[src/rtl/awd_pkg.sv]
package awd_pkg;

   localparam int GuidBytes = 16;
   localparam int SizeEnd   = 24;
   localparam int MarkLen   = 18;
   localparam int WinLen    = MarkLen - 1;

   // header size limits, exclusive low and inclusive high
   localparam logic [4:0]  SIZE_MIN_EXCL = 5'd30;
   localparam logic [29:0] SIZE_MAX_INCL = 30'h3FFF_FFFE;

   typedef enum logic [1:0] {
      PH_GUID,
      PH_SIZE,
      PH_SCAN,
      PH_DONE
   } phase_type;

   typedef enum logic [1:0] {
      VERDICT_CLEAR     = 2'd0,
      VERDICT_PROTECTED = 2'd1,
      VERDICT_UNDERFLOW = 2'd2,
      VERDICT_OVERFLOW  = 2'd3
   } verdict_type;

   typedef struct packed {
      logic shift;
      logic clear;
   } win_ctl_type;

   // header-object guid in raw file byte order
   localparam logic [7:0] ASF_GUID [GuidBytes] = '{
      8'h30, 8'h26, 8'hB2, 8'h75, 8'h8E, 8'h66, 8'hCF, 8'h11,
      8'hA6, 8'hD9, 8'h00, 8'hAA, 8'h00, 8'h62, 8'hCE, 8'h6C
   };

   // "WRMHEADER" in utf-16le
   localparam logic [7:0] WRM_MARKER [MarkLen] = '{
      8'h57, 8'h00, 8'h52, 8'h00, 8'h4D, 8'h00, 8'h48, 8'h00, 8'h45,
      8'h00, 8'h41, 8'h00, 8'h44, 8'h00, 8'h45, 8'h00, 8'h52, 8'h00
   };

endpackage

[src/rtl/awd_req_if.sv]
interface awd_req_if;
   logic       valid;
   logic       ready;
   logic [7:0] data_byte;
   logic       end_of_file;

   modport source (output valid, output data_byte, output end_of_file, input ready);
   modport sink   (input valid, input data_byte, input end_of_file, output ready);
endinterface

[src/rtl/awd_rsp_if.sv]
interface awd_rsp_if;
   logic       valid;
   logic       ready;
   logic [1:0] verdict;

   modport source (output valid, output verdict, input ready);
   modport sink   (input valid, input verdict, output ready);
endinterface

[src/rtl/awd_marker_window.sv]
module awd_marker_window
   import awd_pkg::*;
(
   input  logic        clock,
   input  logic        reset,
   input  win_ctl_type ctl,
   input  logic [7:0]  data_byte,
   output logic        hit
);

   localparam int FillW = $clog2(WinLen + 1);

   logic [7:0]       recent_ff [WinLen];
   logic [FillW-1:0] fill_ff;
   logic [FillW-1:0] fill_in;
   logic             window_match;

   always_comb begin
      window_match = 1'b1;
      for (int i = 0; i < WinLen; i++) begin
         if (recent_ff[i] != WRM_MARKER[i]) window_match = 1'b0;
      end
      hit = (fill_ff == FillW'(WinLen)) && window_match
            && (data_byte == WRM_MARKER[MarkLen-1]);
   end

   always_comb begin
      fill_in = fill_ff;
      if (ctl.clear) begin
         fill_in = '0;
      end else if (ctl.shift && fill_ff != FillW'(WinLen)) begin
         fill_in = fill_ff + FillW'(1);
      end
   end

   always_ff @(posedge clock) begin
      if (reset) begin
         fill_ff <= '0;
      end else begin
         fill_ff <= fill_in;
      end
   end

   // a hit counts only once the window is full, so stale entries need no clear
   always_ff @(posedge clock) begin
      if (ctl.shift) begin
         for (int i = 0; i < WinLen - 1; i++) recent_ff[i] <= recent_ff[i+1];
         recent_ff[WinLen-1] <= data_byte;
      end
   end

`ifndef SYNTHESIS
   a_fill_bound: assert property (@(posedge clock) disable iff (reset)
      fill_ff <= FillW'(WinLen))
      else $error("window fill beyond window length");

   a_fill_clear: assert property (@(posedge clock) disable iff (reset)
      ctl.clear |=> fill_ff == '0)
      else $error("window fill not cleared");

   a_hit_needs_fill: assert property (@(posedge clock) disable iff (reset)
      hit |-> $past(ctl.shift) || fill_ff == FillW'(WinLen))
      else $error("marker hit with partial window");
`endif

endmodule

[src/rtl/asf_wmdrm_header_detector.sv]
// Scans one file a byte at a time for a DRM-protected ASF header: checks the
// header-object guid in bytes 0-15, takes bytes 16-23 as the little-endian
// header size, then looks for the utf-16 "WRMHEADER" marker inside the rest
// of the header. At most one verdict per file (0 clear, 1 protected,
// 2 underflow, 3 overflow); bytes after the verdict give nothing until the
// byte flagged end_of_file, which rearms the block. One byte is taken every
// cycle unless stalled; its verdict shows the next cycle. The only stall is
// the output register: req ready drops only while a verdict sits unread.
module asf_wmdrm_header_detector
   import awd_pkg::*;
(
   input  logic  clock,
   input  logic  reset,
   awd_req_if.sink   req,
   awd_rsp_if.source rsp
);

   phase_type   phase_ff, phase_in;
   logic [4:0]  hoff_ff, hoff_in;
   logic        gm_ff, gm_in;
   logic [55:0] len_ff, len_in;
   logic [29:0] rem_ff, rem_in;
   logic        rsp_valid_ff, rsp_valid_in;
   verdict_type verdict_ff, verdict_in;

   logic        fire;
   logic        emit;
   verdict_type verdict_new;
   logic        mism;
   logic [63:0] full_len;
   logic        hit;
   win_ctl_type win_ctl;
   logic [3:0]  goff;
   logic [2:0]  sidx;

   assign req.ready   = !rsp_valid_ff || rsp.ready;
   assign fire        = req.valid && req.ready;
   assign rsp.valid   = rsp_valid_ff;
   assign rsp.verdict = verdict_ff;
   assign goff        = hoff_ff[3:0];
   assign sidx        = hoff_ff[2:0];
   assign full_len    = {req.data_byte, len_ff};
   assign mism        = gm_ff || (req.data_byte != ASF_GUID[goff]);

   awd_marker_window u_window (
      .clock     (clock),
      .reset     (reset),
      .ctl       (win_ctl),
      .data_byte (req.data_byte),
      .hit       (hit)
   );

   always_comb begin
      phase_in    = phase_ff;
      hoff_in     = hoff_ff;
      gm_in       = gm_ff;
      len_in      = len_ff;
      rem_in      = rem_ff;
      emit        = 1'b0;
      verdict_new = VERDICT_CLEAR;
      win_ctl     = '0;
      if (fire) begin
         unique case (phase_ff)
            PH_GUID: begin
               gm_in   = mism;
               hoff_in = hoff_ff + 5'd1;
               if (goff == 4'(GuidBytes - 1)) begin
                  priority if (mism) begin
                     emit     = 1'b1;
                     phase_in = PH_DONE;
                  end else if (req.end_of_file) begin
                     emit        = 1'b1;
                     verdict_new = VERDICT_UNDERFLOW;
                  end else begin
                     phase_in = PH_SIZE;
                  end
               end else if (req.end_of_file) begin
                  emit        = 1'b1;
                  verdict_new = VERDICT_UNDERFLOW;
               end
            end
            PH_SIZE: begin
               hoff_in = hoff_ff + 5'd1;
               for (int i = 0; i < 7; i++) begin
                  if (sidx == 3'(i)) len_in[8*i +: 8] = req.data_byte;
               end
               if (sidx == 3'd7) begin
                  // negative sizes land in underflow
                  priority if (full_len[63]
                               || (full_len[62:5] == '0
                                   && full_len[4:0] <= SIZE_MIN_EXCL)) begin
                     emit        = 1'b1;
                     verdict_new = VERDICT_UNDERFLOW;
                     phase_in    = PH_DONE;
                  end else if (full_len[62:30] != '0
                               || full_len[29:0] > SIZE_MAX_INCL) begin
                     emit        = 1'b1;
                     verdict_new = VERDICT_OVERFLOW;
                     phase_in    = PH_DONE;
                  end else begin
                     rem_in        = full_len[29:0] - 30'(SizeEnd);
                     win_ctl.clear = 1'b1;
                     phase_in      = PH_SCAN;
                     emit          = req.end_of_file;
                  end
               end else if (req.end_of_file) begin
                  emit        = 1'b1;
                  verdict_new = VERDICT_UNDERFLOW;
               end
            end
            PH_SCAN: begin
               win_ctl.shift = 1'b1;
               if (rem_ff != '0) rem_in = rem_ff - 30'd1;
               priority if (hit) begin
                  emit        = 1'b1;
                  verdict_new = VERDICT_PROTECTED;
                  phase_in    = PH_DONE;
               end else if (rem_in == '0 || req.end_of_file) begin
                  emit     = 1'b1;
                  phase_in = PH_DONE;
               end else begin
                  phase_in = PH_SCAN;
               end
            end
            PH_DONE: begin
               phase_in = PH_DONE;
            end
            default: begin
               phase_in = PH_GUID;
            end
         endcase
         if (req.end_of_file) begin
            phase_in      = PH_GUID;
            hoff_in       = '0;
            gm_in         = 1'b0;
            rem_in        = '0;
            win_ctl.clear = 1'b1;
         end
      end
   end

   always_comb begin
      verdict_in   = verdict_ff;
      rsp_valid_in = rsp_valid_ff;
      if (fire) begin
         rsp_valid_in = emit;
         if (emit) verdict_in = verdict_new;
      end else if (rsp.ready) begin
         rsp_valid_in = 1'b0;
      end
   end

   always_ff @(posedge clock) begin
      if (reset) begin
         phase_ff     <= PH_GUID;
         hoff_ff      <= '0;
         gm_ff        <= 1'b0;
         rem_ff       <= '0;
         rsp_valid_ff <= 1'b0;
      end else begin
         phase_ff     <= phase_in;
         hoff_ff      <= hoff_in;
         gm_ff        <= gm_in;
         rem_ff       <= rem_in;
         rsp_valid_ff <= rsp_valid_in;
      end
   end

   always_ff @(posedge clock) begin
      len_ff     <= len_in;
      verdict_ff <= verdict_in;
   end

`ifndef SYNTHESIS
   a_eof_rearms: assert property (@(posedge clock) disable iff (reset)
      fire && req.end_of_file |=> phase_ff == PH_GUID && hoff_ff == '0 && !gm_ff)
      else $error("block not rearmed after last byte");

   a_done_silent: assert property (@(posedge clock) disable iff (reset)
      fire && phase_ff == PH_DONE |=> !rsp_valid_ff)
      else $error("verdict after file already decided");

   a_protect_from_scan: assert property (@(posedge clock) disable iff (reset)
      fire && phase_ff != PH_SCAN |=> !(rsp_valid_ff && verdict_ff == VERDICT_PROTECTED))
      else $error("protected verdict outside marker scan");

   a_guid_offset: assert property (@(posedge clock) disable iff (reset)
      phase_ff == PH_SIZE |-> hoff_ff >= 5'(GuidBytes) && hoff_ff < 5'(SizeEnd))
      else $error("size byte offset out of range");
`endif

endmodule

[src/flat_wrapper.sv]
// flat-port wrapper written by rule: the top's interface ports become plain ports
module asf_wmdrm_header_detector_flat import awd_pkg::*;
  (clock, reset, req_valid, req_data_byte, req_end_of_file, req_ready, rsp_valid, rsp_verdict, rsp_ready);
  awd_req_if req_i ();
  awd_rsp_if rsp_i ();
  input  logic clock;
  input  logic reset;
  input wire logic [$bits(req_i.valid)-1:0] req_valid;
  input wire logic [$bits(req_i.data_byte)-1:0] req_data_byte;
  input wire logic [$bits(req_i.end_of_file)-1:0] req_end_of_file;
  output wire logic [$bits(req_i.ready)-1:0] req_ready;
  output wire logic [$bits(rsp_i.valid)-1:0] rsp_valid;
  output wire logic [$bits(rsp_i.verdict)-1:0] rsp_verdict;
  input wire logic [$bits(rsp_i.ready)-1:0] rsp_ready;
  assign req_i.valid = req_valid;
  assign req_i.data_byte = req_data_byte;
  assign req_i.end_of_file = req_end_of_file;
  assign req_ready = req_i.ready;
  assign rsp_valid = rsp_i.valid;
  assign rsp_verdict = rsp_i.verdict;
  assign rsp_i.ready = rsp_ready;
  asf_wmdrm_header_detector u_core (.clock(clock), .reset(reset), .req(req_i), .rsp(rsp_i));
endmodule
[config.mk]
export PLATFORM = sky130hd
export DESIGN_NAME = asf_wmdrm_header_detector_flat
export DESIGN_NICKNAME = d
export VERILOG_FILES = /design/src/rtl/awd_pkg.sv /design/src/rtl/awd_req_if.sv /design/src/rtl/awd_rsp_if.sv /design/src/rtl/awd_marker_window.sv /design/src/rtl/asf_wmdrm_header_detector.sv /design/src/flat_wrapper.sv
export SDC_FILE = /design/constraint.sdc
export NUM_CORES = 1
export LEC_CHECK = 0
export BUFFER_PORTS_ARGS = -buffer_cell sky130_fd_sc_hd__clkbuf_2
export CAP_MARGIN = 20
export CORE_UTILIZATION = 52
export CTS_CLUSTER_SIZE = 28
export DETAILED_ROUTE_END_ITERATION = 6
export GPL_TIMING_DRIVEN = 0
export PLACE_DENSITY = 0.68
export SLEW_MARGIN = 30
export SYNTH_ARGS = -nofsm -noshare
export SYNTH_HDL_FRONTEND = slang
export SYNTH_SLANG_ARGS = --single-unit
[constraint.sdc]
create_clock -name clock -period 19.28 [get_ports clock]
set_input_delay 0 -clock clock [delete_from_list [all_inputs] [get_ports clock]]
set_output_delay 0 -clock clock [all_outputs]
set_load 0.05 [all_outputs]
==> flow_summary_export.csv <==
group,metric,value,unit
run_status,status,"finished, final reports clean",
floorplan,die_y,144.7,um
placement,port_buffers,16,
logic_synthesis,syn_inst,857,
clocking,cts_setup_buffers,0,
power,swShare,24.36,%
setup_path,rrSetupSlack,15.22,ns
floorplan,coreArea,0.01972,mm2
logic_synthesis,ys.flop_type,"edfxtp_1",
setup_path,crit_path_start_kind,"flip-flop",
detailed_routing,routed_wl,25170,um
clocking,cts-root-buf,"clkbuf_16",
setup_path,worst-r2r-cell-count,11,
logic_synthesis,ys_types,72,
logic_synthesis,syn_nets,881,
clocking,cts_tree,"done",
detailed_routing,drc_errors,0,
final_layout,fin_nets,943,
min_path,min_path_type,"in2reg",
logic_synthesis,ys_seq_area_share,63.15,%
power,ir_drop,0.08542,mV
clocking,cts_max_level,1,
global_routing,grt_pass1_vias,6943,
global_routing,grt_overflow_total,0,
power,power_frac_comb,10.8,%
sta,tns,0,ns
floorplan,dieArea,0.02094,mm2
sta,slew_headroom,41.86,%
logic_synthesis,yosys.area_share.simple,19.47,%
final_layout,fillers,1552,
global_routing,antenna_found_initial,0,
logic_synthesis,synth-seq-cells,237,
setup_path,crit_arrival,4.24,ns
detailed_routing,drt.antenna.violating_nets,0,
sta,slew_violations,0,
final_layout,n_antenna_cell,0,
global_routing,grt_usage,24.99,%
floorplan,die_x,144.7,um
setup_path,worstPathRequired,19.46,ns
clocking,clk_latency,0.53,ns
setup_path,path_class,"reg2reg",
logic_synthesis,ys_warn_count,0,
power,p_switching,0.2838,mW
sta,layout_min_cycle_time,4.061,ns
clocking,clk_pin_slew_worst_paths,0.06,ns
global_routing,grt_busiest_layer,"met1",
final_layout,drive_gt1_share,11.94,%
final_layout,final_cells,1203,
setup_path,cp-end-kind,"flip-flop",
clocking,cts_hold_buf,12,
logic_synthesis,synth.largest_area_cell,"edfxtp_1",
detailed_routing,vias_per_cell,6.150,
logic_synthesis,synth_top_family_by_area,"simple AND/OR/NAND/NOR gates",
min_path,hold_path_end,"u_core.phase_ff[1]$_SDFFE_PP0P_",
final_layout,layout-area-overhead-vs-synth,14.25,%
logic_synthesis,synthesis.area,0.01059,mm2
sta,hold_viol,0,
clocking,cts_resized,0,
power,p_int,0.8812,mW
logic_synthesis,synth_edf_count,194,
global_routing,grt_max_degree,26,
floorplan,rows,51,
logic_synthesis,syn_area_per_cell,12.36,um2
logic_synthesis,synth_top_area_share,55.02,%
min_path,hold_depth,4,
detailed_routing,drt-pass1-iter-count,5,
setup_path,r2r-end,"u_core.rsp.verdict[0]$_DFFE_PP_",
final_layout,postLayoutCellArea,0.01210,mm2
detailed_routing,drtIter0Drc,781,
sta,skew,0.02802,ns
logic_synthesis,muxShareOfSynthArea,1.087,%
power,p_leak,3.941,nW
global_routing,use_met3,3.685,%
setup_path,critical_path.reg2reg.startpoint,"u_core.rem_ff[1]$_SDFFE_PP0P_",
clocking,numCtsBuffers,25,
placement,place_inst,1145,
logic_synthesis,synthAdderAreaFrac,1.300,%
power,p_seq_share,49.2,%
run,drv_cap,0,
global_routing,met1_usage,38.63,%
placement,dpl.hpwl,17740,um
sta,setup-violations-final,0,
logic_synthesis,synth_commonest_cells,"edfxtp_1 (194), nor2_1 (77), nand2_1 (56)",
logic_synthesis,synth_xor_area_share,3.722,%
logic_synthesis,async_reset_ff_share,0,%
placement,gp_congestion,0.9161,
clocking,cts_sinks,237,
power,power_frac_clock,39.9,%
logic_synthesis,synth.most_common_cell,"edfxtp_1",
logic_synthesis,synth_compound_area_share,8.614,%
floorplan,ioPinCount,17,
sta,tightest_slew,0.8600,ns
global_routing,grt_use_met2,36.77,%
power,power_density,96.30,mW/mm2
setup_path,critPathMaxFanout,8,
logic_synthesis,synth.area.top_cells,"edfxtp_1 (55%), dfxtp_1 (8.1%), nor2_1 (2.7%)",
sta,fmax,246.2,MHz
sta,fin_crit_sh,21.06,%
clocking,cts_buffer_depth,3,
floorplan,initial_core_util,53.70,%
detailed_routing,vias,7399,
sta,rsz0062_at_grt,"no",
placement,placed_area,0.01118,mm2
global_routing,grt_pass1_wl,38830,um
min_path,hp-start,"reset",
detailed_routing,wl_per_cell,20.92,um
==> worst max-delay path: stages, from the launching register on <==
cell,delay [ns]
dfxtp_1,0.30
clkbuf_1,0.20
inv_1,0.13
ha_1,0.23
nor4b_1,0.72
nand4_1,0.34
nor3_1,0.58
xnor2_1,0.19
nand3_1,0.12
a211oi_1,0.32
nand4_1,0.24
a21oi_1,0.33
==> area by class of cell <==
| type | instances | area, um2 | area share [%] |
|---|---|---|---|
| clock inverters | 16 | 147.6 | 1.220 |
| plain buffers | 43 | 229.0 | 1.893 |
| flip-flops and latches | 237 | 6686 | 55.27 |
| multi-input cells | 563 | 3628 | 29.99 |
| repair buffers | 35 | 367.9 | 3.041 |
| inverters | 14 | 52.55 | 0.4344 |
| well taps | 265 | 331.6 | 2.741 |
| clock buffers | 30 | 654.4 | 5.409 |
==> power groups by stage <==
stage / clock network (mW) / logic [mW] / registers [mW]
global placement: 0 / 0.117 / 0.587
finish: 0.465 / 0.126 / 0.574
CTS: 0.473 / 0.123 / 0.573
detailed placement: 0 / 0.120 / 0.584
global route: 0.491 / 0.136 / 0.575
floorplan: 0 / 0.0832 / 0.585
==> state kept, by name (all words and copies together), names as in the netlist <==
name,cells
u_core.phase_ff,2
u_core.len_ff,56
u_core.rsp.verdict,2
u_core.gm_ff,1
u_core.hoff_ff,4
u_core.rsp.valid,1
u_core.u_window.recent_ff,136
u_core.u_window.fill_ff,5
u_core.rem_ff,30
==> worst max path at each step <==
stage	from	slack [ns]	end	cells past startpoint
final	u_core.rem_ff[1]$_SDFFE_PP0P_	15.22	u_core.rsp.verdict[0]$_DFFE_PP_	11
after global routing	u_core.rem_ff[1]$_SDFFE_PP0P_	14.99	u_core.rsp.verdict[0]$_DFFE_PP_	11
after CTS	u_core.rem_ff[1]$_SDFFE_PP0P_	15.28	u_core.rsp.verdict[0]$_DFFE_PP_	11
after detailed placement	u_core.rem_ff[1]$_SDFFE_PP0P_	15.34	u_core.rsp.verdict[0]$_DFFE_PP_	11
after global placement	u_core.phase_ff[0]$_SDFFE_PP0P_	9.48	u_core.u_window.fill_ff[4]$_SDFFE_PP0P_	7
after floorplan	u_core.rsp.valid$_SDFFE_PP0P_	11.36	u_core.u_window.fill_ff[3]$_SDFFE_PP0P_	6
==> metrics by stage <==
stage / hold WS, ns / worst slack (ns) / power, mW / util (%)
2_1_floorplan: 0.09887 / 11.36 / 0.6679 / -
3_3_place_gp: 0.3659 / 9.478 / 0.7043 / 55.79
3_5_place_dp: 0.3510 / 15.34 / 0.7046 / 56.68
4_1_cts: 0.3780 / 15.28 / 1.169 / 61.36
5_1_grt: 0.4179 / 14.99 / 1.201 / 61.36
6_report: 0.3977 / 15.22 / 1.165 / 61.36
==> layout by cell type, fill, tap and decap left out, types with 7 or more instances in the layout <==
master	count
edfxtp_1	194
nor2_1	76
nand2_1	56
a21oi_1	47
dfxtp_1	43
nor3_1	39
nor4_1	38
xnor2_1	30
clkbuf_1	25
nand4_1	25
o21ai_0	25
clkbuf_16	25
nor4b_1	21
clkbuf_2	18
or3_1	15
nand3_1	15
xor2_1	15
inv_1	14
or4_1	12
dlygate4sd3_1	12
ha_1	11
and3_1	10
buf_2	10
a211oi_1	8
nand2b_1	7
o31ai_1	7
mux2i_1	7
==> metal layers <==
layer,vias up,share of wire [%]
li1,3448,-
met5,-,0
met1,3593,47
met3,41,7.7
met4,0,1.9
met2,317,43
==> kinds of logic (layout without fill, tap and decap cells) <==
| family | after synthesis | in the layout |
|---|---|---|
| compound gates | 138 | 138 |
| simple gates | 359 | 359 |
| mux | 10 | 10 |
| buf+inv | 57 | 138 |
| fa+ha+maj | 11 | 11 |
| flops | 237 | 237 |
| xor+xnor | 45 | 45 |
Note: power is estimated with default switching activity, not from simulation.
